File: src/ket_pkg.sv
// ----------------------------------------------------------------------------
// ket_pkg
// Shared types and constants for the keyed entry table: sizes, request and
// status codes, sequencer states and the register map.
// ----------------------------------------------------------------------------
package ket_pkg;

    localparam int DEPTH     = 16;
    localparam int ADDR_W    = $clog2(DEPTH);
    localparam int CNT_W     = 5;
    localparam int KEY_W     = 32;
    localparam int PL_W      = 64;
    localparam int ENTRY_W   = KEY_W + PL_W;
    localparam int CAP_W     = 5;
    localparam int APB_DW    = 32;
    localparam int PADDR_W   = 3;
    localparam int REG_IDX_W = 1;

    localparam logic [CAP_W-1:0] CAP_RESET = CAP_W'(DEPTH);

    typedef logic signed [KEY_W-1:0] t_key;
    typedef logic [PL_W-1:0]         t_payload;
    typedef logic [CNT_W-1:0]        t_count;

    typedef enum logic [1:0] {
        REQ_ADD = 2'd0,
        REQ_DEL = 2'd1,
        REQ_GET = 2'd2,
        REQ_UPD = 2'd3
    } t_req;

    typedef enum logic [2:0] {
        ST_OK       = 3'd0,
        ST_FULL     = 3'd1,
        ST_ADD_DUP  = 3'd2,
        ST_GET_MISS = 3'd3,
        ST_DEL_MISS = 3'd4,
        ST_UPD_MISS = 3'd5,
        ST_UPD_DUP  = 3'd6
    } t_status;

    typedef enum logic [1:0] {
        S_IDLE   = 2'd0,
        S_SCAN   = 2'd1,
        S_SHIFT  = 2'd2,
        S_RESULT = 2'd3
    } t_state;

    typedef enum logic [REG_IDX_W-1:0] {
        REG_CAPACITY = 1'b0
    } t_reg_idx;

endpackage

File: src/ket_if.sv
// ----------------------------------------------------------------------------
// ket_if
// Valid/ready channels of the keyed entry table: request and response.
// ----------------------------------------------------------------------------
interface ket_req_if;
    logic              valid;
    logic              ready;
    logic [1:0]        req_type;
    ket_pkg::t_key     key;
    ket_pkg::t_key     new_key;
    ket_pkg::t_payload payload;

    modport source (output valid, req_type, key, new_key, payload, input ready);
    modport sink   (input valid, req_type, key, new_key, payload, output ready);
endinterface

interface ket_rsp_if;
    logic              valid;
    logic              ready;
    logic [2:0]        status;
    ket_pkg::t_key     found_key;
    ket_pkg::t_payload found_payload;
    ket_pkg::t_count   count;

    modport source (output valid, status, found_key, found_payload, count, input ready);
    modport sink   (input valid, status, found_key, found_payload, count, output ready);
endinterface

File: src/ket_cfg.sv
// ----------------------------------------------------------------------------
// ket_cfg
// APB register slave holding the capacity limit of the table.
// ----------------------------------------------------------------------------
module ket_cfg (
    input  logic                                i_clk,
    input  logic                                i_rst_n,
    input  logic                                psel,
    input  logic                                penable,
    input  logic                                pwrite,
    input  logic [ket_pkg::PADDR_W-1:0]         paddr,
    input  logic [ket_pkg::APB_DW-1:0]          pwdata,
    output logic [ket_pkg::APB_DW-1:0]          prdata,
    output logic                                pready,
    output logic [ket_pkg::CAP_W-1:0]           o_capacity
);

    logic [ket_pkg::CAP_W-1:0]     r_capacity;
    logic [ket_pkg::CAP_W-1:0]     n_capacity;
    ket_pkg::t_reg_idx             reg_idx;
    logic                          wr_en;

    // decode word index from the byte address
    assign reg_idx = ket_pkg::t_reg_idx'(paddr[ket_pkg::PADDR_W-1:2]);
    assign wr_en   = psel & penable & pwrite;
    assign pready  = 1'b1;

    // write decode
    always_comb begin
        n_capacity = r_capacity;
        if (wr_en) begin
            unique case (reg_idx)
                ket_pkg::REG_CAPACITY: n_capacity = pwdata[ket_pkg::CAP_W-1:0];
                default: ;
            endcase
        end
    end

    // read decode
    always_comb begin
        prdata = '0;
        unique case (reg_idx)
            ket_pkg::REG_CAPACITY: prdata = ket_pkg::APB_DW'(r_capacity);
            default: prdata = '0;
        endcase
    end

    always_ff @(posedge i_clk) begin
        if (!i_rst_n) begin
            r_capacity <= ket_pkg::CAP_RESET;
        end else begin
            r_capacity <= n_capacity;
        end
    end

    assign o_capacity = r_capacity;

endmodule

File: src/keyed_entry_table.sv
// ----------------------------------------------------------------------------
// keyed_entry_table
// Insertion-ordered key/payload table with linear search and an APB
// capacity register.
// ----------------------------------------------------------------------------
// Requests arrive on the i_req valid/ready channel (add, delete, get,
// update); each one produces exactly one transfer on o_rsp carrying a
// status code, the entry found by a get and the fill count afterwards.
// Entries live in one memory with a single registered read port and one
// write port. Every request scans slots 0 .. fill_count-1 through that read
// port; a delete then moves the later entries down one slot each cycle. The
// response turns valid in the same cycle as the block becomes ready for the
// next request.
// One request is in progress at a time; i_req.ready is high only while the
// sequencer is idle. The response sits in an output register, so the next
// request may be taken while o_rsp waits; if the receiver stalls, the next
// response is held back until the register drains.
// Reset empties the table (fill count zero) and sets capacity to 16; the
// memory itself is not cleared. Capacity is written through APB at byte
// address 0. The user must write it only while the block is idle; the
// block itself does not enforce this.
// ----------------------------------------------------------------------------
module keyed_entry_table (
    input  logic                          i_clk,
    input  logic                          i_rst_n,
    ket_req_if.sink                       i_req,
    ket_rsp_if.source                     o_rsp,
    input  logic                          psel,
    input  logic                          penable,
    input  logic                          pwrite,
    input  logic [ket_pkg::PADDR_W-1:0]   paddr,
    input  logic [ket_pkg::APB_DW-1:0]    pwdata,
    output logic [ket_pkg::APB_DW-1:0]    prdata,
    output logic                          pready
);

    localparam int ADDR_W  = ket_pkg::ADDR_W;
    localparam int CNT_W   = ket_pkg::CNT_W;
    localparam int ENTRY_W = ket_pkg::ENTRY_W;
    localparam int KEY_W   = ket_pkg::KEY_W;
    localparam int PL_W    = ket_pkg::PL_W;
    localparam int CAP_W   = ket_pkg::CAP_W;

    // entry memory
    logic [ENTRY_W-1:0] mem [ket_pkg::DEPTH];
    logic [ENTRY_W-1:0] r_rd_data;

    // memory port controls
    logic               rd_en;
    logic [ADDR_W-1:0]  rd_addr;
    logic               mem_we;
    logic [ADDR_W-1:0]  mem_waddr;
    logic [ENTRY_W-1:0] mem_wdata;

    // sequencer
    ket_pkg::t_state    r_state,    n_state;
    ket_pkg::t_req      r_req,      n_req;
    ket_pkg::t_key      r_key,      n_key;
    ket_pkg::t_key      r_new_key,  n_new_key;
    ket_pkg::t_payload  r_payload,  n_payload;
    ket_pkg::t_count    r_fill,     n_fill;
    logic [CNT_W-1:0]   r_rd_addr,  n_rd_addr;
    logic               r_cmp_vld,  n_cmp_vld;
    logic [ADDR_W-1:0]  r_cmp_idx,  n_cmp_idx;
    logic               r_hit,      n_hit;
    logic [ADDR_W-1:0]  r_slot,     n_slot;
    ket_pkg::t_key      r_hit_key,  n_hit_key;
    ket_pkg::t_payload  r_hit_pl,   n_hit_pl;
    logic               r_clash,    n_clash;
    ket_pkg::t_status   r_status,   n_status;
    ket_pkg::t_key      r_res_key,  n_res_key;
    ket_pkg::t_payload  r_res_pl,   n_res_pl;

    // response register
    logic               r_out_vld,  n_out_vld;
    ket_pkg::t_status   r_out_st,   n_out_st;
    ket_pkg::t_key      r_out_key,  n_out_key;
    ket_pkg::t_payload  r_out_pl,   n_out_pl;
    ket_pkg::t_count    r_out_cnt,  n_out_cnt;

    logic [CAP_W-1:0]   capacity;
    logic [CAP_W-1:0]   cap_eff;
    logic               table_full;
    ket_pkg::t_key      cmp_key;
    ket_pkg::t_payload  cmp_pl;
    logic               req_xfer;
    logic               pass_done;

    ket_cfg u_cfg (
        .i_clk      (i_clk),
        .i_rst_n    (i_rst_n),
        .psel       (psel),
        .penable    (penable),
        .pwrite     (pwrite),
        .paddr      (paddr),
        .pwdata     (pwdata),
        .prdata     (prdata),
        .pready     (pready),
        .o_capacity (capacity)
    );

    // clamp capacity to the table depth
    assign cap_eff    = (capacity > CAP_W'(ket_pkg::DEPTH)) ? CAP_W'(ket_pkg::DEPTH)
                                                           : capacity;
    assign table_full = (CAP_W'(r_fill) >= cap_eff);

    assign cmp_key   = r_rd_data[ENTRY_W-1 -: KEY_W];
    assign cmp_pl    = r_rd_data[PL_W-1:0];
    assign req_xfer  = i_req.valid & i_req.ready;
    assign pass_done = (r_rd_addr >= r_fill) & ~r_cmp_vld;

    assign i_req.ready = (r_state == ket_pkg::S_IDLE);

    // next state and memory controls
    always_comb begin
        n_state   = r_state;
        n_req     = r_req;
        n_key     = r_key;
        n_new_key = r_new_key;
        n_payload = r_payload;
        n_fill    = r_fill;
        n_rd_addr = r_rd_addr;
        n_cmp_vld = 1'b0;
        n_cmp_idx = r_cmp_idx;
        n_hit     = r_hit;
        n_slot    = r_slot;
        n_hit_key = r_hit_key;
        n_hit_pl  = r_hit_pl;
        n_clash   = r_clash;
        n_status  = r_status;
        n_res_key = r_res_key;
        n_res_pl  = r_res_pl;
        n_out_vld = r_out_vld & ~o_rsp.ready;
        n_out_st  = r_out_st;
        n_out_key = r_out_key;
        n_out_pl  = r_out_pl;
        n_out_cnt = r_out_cnt;
        rd_en     = 1'b0;
        rd_addr   = r_rd_addr[ADDR_W-1:0];
        mem_we    = 1'b0;
        mem_waddr = r_slot;
        mem_wdata = {r_new_key, r_payload};

        unique case (r_state)
            ket_pkg::S_IDLE: begin
                // latch the request and start the search pass
                if (req_xfer) begin
                    n_req     = ket_pkg::t_req'(i_req.req_type);
                    n_key     = i_req.key;
                    n_new_key = i_req.new_key;
                    n_payload = i_req.payload;
                    n_rd_addr = '0;
                    n_hit     = 1'b0;
                    n_clash   = 1'b0;
                    n_state   = ket_pkg::S_SCAN;
                end
            end

            ket_pkg::S_SCAN: begin
                // issue one read per cycle over the filled slots
                if (r_rd_addr < r_fill) begin
                    rd_en     = 1'b1;
                    n_rd_addr = r_rd_addr + CNT_W'(1);
                    n_cmp_vld = 1'b1;
                    n_cmp_idx = r_rd_addr[ADDR_W-1:0];
                end
                // compare the returning entry, keep the first key hit
                if (r_cmp_vld) begin
                    if (cmp_key == r_key && !r_hit) begin
                        n_hit     = 1'b1;
                        n_slot    = r_cmp_idx;
                        n_hit_key = cmp_key;
                        n_hit_pl  = cmp_pl;
                    end
                    if (cmp_key == r_new_key && r_new_key != r_key) begin
                        n_clash = 1'b1;
                    end
                end
                // pass finished: decide and apply
                if (pass_done) begin
                    n_status  = ket_pkg::ST_OK;
                    n_res_key = '0;
                    n_res_pl  = '0;
                    n_state   = ket_pkg::S_RESULT;
                    unique case (r_req)
                        ket_pkg::REQ_ADD: begin
                            if (table_full) begin
                                n_status = ket_pkg::ST_FULL;
                            end else if (r_hit) begin
                                n_status = ket_pkg::ST_ADD_DUP;
                            end else begin
                                mem_we    = 1'b1;
                                mem_waddr = r_fill[ADDR_W-1:0];
                                mem_wdata = {r_key, r_payload};
                                n_fill    = r_fill + CNT_W'(1);
                            end
                        end
                        ket_pkg::REQ_DEL: begin
                            if (!r_hit) begin
                                n_status = ket_pkg::ST_DEL_MISS;
                            end else begin
                                n_rd_addr = CNT_W'(r_slot) + CNT_W'(1);
                                n_state   = ket_pkg::S_SHIFT;
                            end
                        end
                        ket_pkg::REQ_GET: begin
                            if (!r_hit) begin
                                n_status = ket_pkg::ST_GET_MISS;
                            end else begin
                                n_res_key = r_hit_key;
                                n_res_pl  = r_hit_pl;
                            end
                        end
                        ket_pkg::REQ_UPD: begin
                            if (!r_hit) begin
                                n_status = ket_pkg::ST_UPD_MISS;
                            end else if (r_clash) begin
                                n_status = ket_pkg::ST_UPD_DUP;
                            end else begin
                                mem_we    = 1'b1;
                                mem_waddr = r_slot;
                                mem_wdata = {r_new_key, r_payload};
                            end
                        end
                        default: ;
                    endcase
                end
            end

            ket_pkg::S_SHIFT: begin
                // read slot j, write the registered data back to slot j-1
                if (r_rd_addr < r_fill) begin
                    rd_en     = 1'b1;
                    n_rd_addr = r_rd_addr + CNT_W'(1);
                    n_cmp_vld = 1'b1;
                    n_cmp_idx = r_rd_addr[ADDR_W-1:0];
                end
                if (r_cmp_vld) begin
                    mem_we    = 1'b1;
                    mem_waddr = r_cmp_idx - ADDR_W'(1);
                    mem_wdata = r_rd_data;
                end
                if (pass_done) begin
                    n_fill  = r_fill - CNT_W'(1);
                    n_state = ket_pkg::S_RESULT;
                end
            end

            ket_pkg::S_RESULT: begin
                // hand over to the response register once it is free
                if (!r_out_vld || o_rsp.ready) begin
                    n_out_vld = 1'b1;
                    n_out_st  = r_status;
                    n_out_key = r_res_key;
                    n_out_pl  = r_res_pl;
                    n_out_cnt = r_fill;
                    n_state   = ket_pkg::S_IDLE;
                end
            end

            default: n_state = ket_pkg::S_IDLE;
        endcase
    end

    // entry memory: one read port, one write port
    always_ff @(posedge i_clk) begin
        if (mem_we) begin
            mem[mem_waddr] <= mem_wdata;
        end
        if (rd_en) begin
            r_rd_data <= mem[rd_addr];
        end
    end

    // control state
    always_ff @(posedge i_clk) begin
        if (!i_rst_n) begin
            r_state   <= ket_pkg::S_IDLE;
            r_fill    <= '0;
            r_cmp_vld <= 1'b0;
            r_out_vld <= 1'b0;
        end else begin
            r_state   <= n_state;
            r_fill    <= n_fill;
            r_cmp_vld <= n_cmp_vld;
            r_out_vld <= n_out_vld;
        end
    end

    // request, search and response payload
    always_ff @(posedge i_clk) begin
        r_req     <= n_req;
        r_key     <= n_key;
        r_new_key <= n_new_key;
        r_payload <= n_payload;
        r_rd_addr <= n_rd_addr;
        r_cmp_idx <= n_cmp_idx;
        r_hit     <= n_hit;
        r_slot    <= n_slot;
        r_hit_key <= n_hit_key;
        r_hit_pl  <= n_hit_pl;
        r_clash   <= n_clash;
        r_status  <= n_status;
        r_res_key <= n_res_key;
        r_res_pl  <= n_res_pl;
        r_out_st  <= n_out_st;
        r_out_key <= n_out_key;
        r_out_pl  <= n_out_pl;
        r_out_cnt <= n_out_cnt;
    end

    assign o_rsp.valid         = r_out_vld;
    assign o_rsp.status        = r_out_st;
    assign o_rsp.found_key     = r_out_key;
    assign o_rsp.found_payload = r_out_pl;
    assign o_rsp.count         = r_out_cnt;

endmodule

File: src/flat_wrapper.sv
// flat-port wrapper written by rule: the top's interface ports become plain ports
module keyed_entry_table_flat 
  (i_clk, i_rst_n, psel, penable, pwrite, paddr, pwdata, prdata, pready, i_req_valid, i_req_req_type, i_req_key, i_req_new_key, i_req_payload, i_req_ready, o_rsp_valid, o_rsp_status, o_rsp_found_key, o_rsp_found_payload, o_rsp_count, o_rsp_ready);
  ket_req_if i_req_i ();
  ket_rsp_if o_rsp_i ();
  input  logic i_clk;
  input  logic i_rst_n;
  input  logic psel;
  input  logic penable;
  input  logic pwrite;
  input  logic [ket_pkg::PADDR_W-1:0] paddr;
  input  logic [ket_pkg::APB_DW-1:0] pwdata;
  output logic [ket_pkg::APB_DW-1:0] prdata;
  output logic pready;
  input wire logic [$bits(i_req_i.valid)-1:0] i_req_valid;
  input wire logic [$bits(i_req_i.req_type)-1:0] i_req_req_type;
  input wire logic [$bits(i_req_i.key)-1:0] i_req_key;
  input wire logic [$bits(i_req_i.new_key)-1:0] i_req_new_key;
  input wire logic [$bits(i_req_i.payload)-1:0] i_req_payload;
  output wire logic [$bits(i_req_i.ready)-1:0] i_req_ready;
  output wire logic [$bits(o_rsp_i.valid)-1:0] o_rsp_valid;
  output wire logic [$bits(o_rsp_i.status)-1:0] o_rsp_status;
  output wire logic [$bits(o_rsp_i.found_key)-1:0] o_rsp_found_key;
  output wire logic [$bits(o_rsp_i.found_payload)-1:0] o_rsp_found_payload;
  output wire logic [$bits(o_rsp_i.count)-1:0] o_rsp_count;
  input wire logic [$bits(o_rsp_i.ready)-1:0] o_rsp_ready;
  assign i_req_i.valid = i_req_valid;
  assign i_req_i.req_type = i_req_req_type;
  assign i_req_i.key = i_req_key;
  assign i_req_i.new_key = i_req_new_key;
  assign i_req_i.payload = i_req_payload;
  assign i_req_ready = i_req_i.ready;
  assign o_rsp_valid = o_rsp_i.valid;
  assign o_rsp_status = o_rsp_i.status;
  assign o_rsp_found_key = o_rsp_i.found_key;
  assign o_rsp_found_payload = o_rsp_i.found_payload;
  assign o_rsp_count = o_rsp_i.count;
  assign o_rsp_i.ready = o_rsp_ready;
  keyed_entry_table u_core (.i_clk(i_clk), .i_rst_n(i_rst_n), .i_req(i_req_i), .o_rsp(o_rsp_i), .psel(psel), .penable(penable), .pwrite(pwrite), .paddr(paddr), .pwdata(pwdata), .prdata(prdata), .pready(pready));
endmodule
File: config.mk
export PLATFORM = sky130hd
export DESIGN_NAME = keyed_entry_table_flat
export DESIGN_NICKNAME = d
export VERILOG_FILES = /design/src/ket_pkg.sv /design/src/ket_if.sv /design/src/ket_cfg.sv /design/src/keyed_entry_table.sv /design/src/flat_wrapper.sv
export SDC_FILE = /design/constraint.sdc
export NUM_CORES = 2
export LEC_CHECK = 0
export BUFFER_PORTS_ARGS = -buffer_cell sky130_fd_sc_hd__buf_4
export CORE_MARGIN = 10
export CORE_UTILIZATION = 48
export DETAILED_ROUTE_END_ITERATION = 8
export GPL_ROUTABILITY_DRIVEN = 1
export PLACE_DENSITY = 0.75
export SETUP_SLACK_MARGIN = 0.4
export SYNTH_ARGS = -nofsm -noshare
export SYNTH_HDL_FRONTEND = slang
export SYNTH_SLANG_ARGS = --single-unit
File: constraint.sdc
create_clock -name i_clk -period 19.2 [get_ports i_clk]
set_clock_uncertainty 0.15 [all_clocks]
set_input_delay 1.92 -clock i_clk [delete_from_list [all_inputs] [get_ports i_clk]]
set_output_delay 1.92 -clock i_clk [all_outputs]
set_load 0.02 [all_outputs]
==> results.cfg <==
[status]
status = finished, final reports clean

[clock_network]
cts.sinks = 2090
clockRootBuffer = clkbuf_16
h-tree-depth = 4
cts_buffers = 199
clkLatencyLatePin_ps = 850
clk_pin_slew_ps = 60
cts_tree = yes
hold_buffers = 0
clock_path_buffers = 3
postCtsSetupBuffers = 0
cts_resized = 0

[layout]
layout.nets = 3946
area_growth_pct = 13.65
final_util = 0.5472
drive_gt1_frac = 0.2854

[grt]
grt_pass1_vias = 37822
grt_first_pass_wirelength_um = 270300
antenna_found_initial = 5
grt_usage = 0.2049
grt_max_degree = 134
grt_overflow_total = 0

[sta]
max_freq_mhz = 191.9
relSlewSlack = 0.2461
worst_pin_slew_ps = 1131
setup_tns_ps = 0
post-route-min-period_ps = 5211
min_period_over_period = 0.2714
setup-violations-final = 0
slew_viol_final = 0
rsz0062_at_grt = no
final-hold-violation-count = 0

[die]
die-area_mm2 = 0.1818
coreArea_mm2 = 0.1646
die_h_um = 426.4
floorplan.die.width_um = 426.4
rows = 149
start_util = 0.4815
num_io_pins = 311

[min_path]
hp-class = flip-flop to flip-flop
min_from = u_core.r_res_pl[44]

[detailed_routing]
drc = 0
drt_first_pass_iters = 7
routed_via_density = 6.038
ant_nets = 0
vias = 36884
wire_per_inst_um = 30.74
drt_iter0_markers = 4753
drt-total-wl_um = 187800

[placed_design]
io_buffers = 253
globalplace.congestion = 0.8365
hpwl_um = 98350

[setup_path]
r2r-start = u_core.r_rd_addr[2]
arrival_ps = 5520
critPathKind = flip-flop to flip-flop
critPathSlowestCell = buf_4
cp-end-kind = flip-flop
worstPathMaxFanout = 101
setup.worst_path.start_class = flip-flop
slowest_delay_ps = 840
startpoint = u_core.r_rd_addr[2]
cp.required_ps = 19500
cp_cell_sequence = buf_12 -> ha_1 -> and4_1 -> a221oi_2 -> nor4_1 -> a311o_1 -> nand3_1 -> nor2_4 -> buf_4

[logic_synthesis]
synthTopCellsByCount = edfxtp_1 (2076), mux4_2 (480), a22o_1 (108)
synth.area.top_cells = edfxtp_1 (79%), mux4_2 (14%), a22o_1 (1.2%)
yosys_most_used_dff = edfxtp_1
synth_top_area_cell = edfxtp_1
avgSynthCellArea_um2 = 23.37
yosysWarnings = 0
synth-seq-cells = 2090
yosysSeqAreaShare = 0.7901
mappedNetlistArea_mm2 = 0.07926
yosysMostFrequentCell = edfxtp_1
syn_inst = 3391
synth_top_area_frac = 0.7865
yosysUniqueCellTypes = 63
synth-edff-count = 2076
synthArstFlopShare = 0

[pwr]
ir_drop_mv = 0.1843
powerDensity_mw_per_mm2 = 146.4
p_leak_nw = 28.70

[run]
drv_cap = 0
## critical path, delay by kind of cell, from the launching register on
| family | cells | cell delay (ps) |
|---|---|---|
| simple gates | 4 | 2080 |
| fa+ha+maj | 1 | 290 |
| buf+inv | 2 | 1480 |
| flops | 1 | 370 |
| compound gates | 2 | 360 |
## cell usage in the layout, fill, tap and decap left out, drive strengths merged, types with 11 or more instances in the layout
cell,count
edfxtp,2076
mux4,480
buf,326
clkbuf,244
a22o,108
clkinv,101
and3,98
xnor2,74
mux2i,41
o2bb2ai,33
xor2,33
conb,28
nor2,28
inv,27
ha,25
nand2,23
nand4,23
nor2b,17
bufinv,14
dfxtp,14
nor4,12
a21oi,11
## layer usage
| metal | routed length, um | vias to the layer above | GRT usage | share of wire |
|---|---|---|---|---|
| met5 | 13 | - | 0 | 0.000069 |
| met4 | 6930 | 2 | 0.07705 | 0.037 |
| met3 | 15050 | 340 | 0.03386 | 0.080 |
| met2 | 94810 | 1918 | 0.3403 | 0.50 |
| met1 | 71010 | 19581 | 0.2735 | 0.38 |
| li1 | - | 15043 | - | - |
## state kept, by name, summed over array words and instances (netlist names), 2 cells and up
register and cells:
u_core.r_key 32, u_core.r_hit_key 32, u_core.r_state 2, u_core.r_res_key 32, u_core.mem 1536, u_core.r_rd_addr 5, u_core.r_status 3, u_core.r_slot 4
u_core.r_payload 64, u_core.r_new_key 32, u_core.o_rsp.found_key 32, u_core.r_hit_pl 64, u_core.o_rsp.found_payload 64, u_core.r_req 2, u_core.r_res_pl 64, u_core.r_cmp_idx 4
u_core.r_rd_data 96, u_core.o_rsp.count 5, u_core.o_rsp.status 3, u_core.u_cfg.o_capacity 5, u_core.r_fill 5
## final timing paths
| kind | to | cells after the start | slack (ps) |
|---|---|---|---|
| setup / recovery | u_core.mem[1][12] | 9 | 13990 |
| hold / removal | u_core.o_rsp.found_payload[44] | 0 | 260 |
| setup reg to reg | u_core.mem[1][12] | 9 | 13990 |
| hold reg to reg | u_core.o_rsp.found_payload[44] | 0 | 260 |
## cells by family (layout without fill, tap and decap cells)
group,after synthesis,in the layout,synth area share
buffers and inverters,217,717,0.01410
other,2,31,0.00009475
AO/OA/AOI/OAI,200,200,0.02147
XOR/XNOR,107,107,0.01182
AND/OR/NAND/NOR,228,228,0.01669
flip-flops,2090,2090,0.7901
multiplexers,521,521,0.1416
adder cells (fa/ha/maj),26,26,0.004199
## stage by stage
step                total power [mW]  hold WS, ps  std cells  worst slack [ps]  cell area (um2)
global placement               9.366        254.4       5736             14120            83730
floorplan                      8.526        250.3       3417             10320            79360
global route                   13.67        272.2       6106             13850            90080
detailed placement             9.465        254.5       5736             14060            83730
finish                         13.19        259.3       6109             13990            90080
CTS                            13.27        264.4       6106             14010            90080
## final cells by class
class	count	area (um2)
Fill cell	11867	74530
Sequential cell	2090	62620
Multi-Input combinational cell	1110	15780
Clock buffer	244	5170
Tap cell	2189	2739
Timing Repair Buffer	326	2510
Clock inverter	126	1176
Inverter	21	78.83
Antenna cell	3	7.507
## power by group
group / internal, mW / switching, mW / total [mW]
sequential: 6.00 / 0.256 / 6.26
combinational: 1.30 / 1.83 / 3.13
clock: 2.12 / 1.68 / 3.80
total: 9.42 / 3.77 / 13.2
Power figures use the tool's default switching activity.
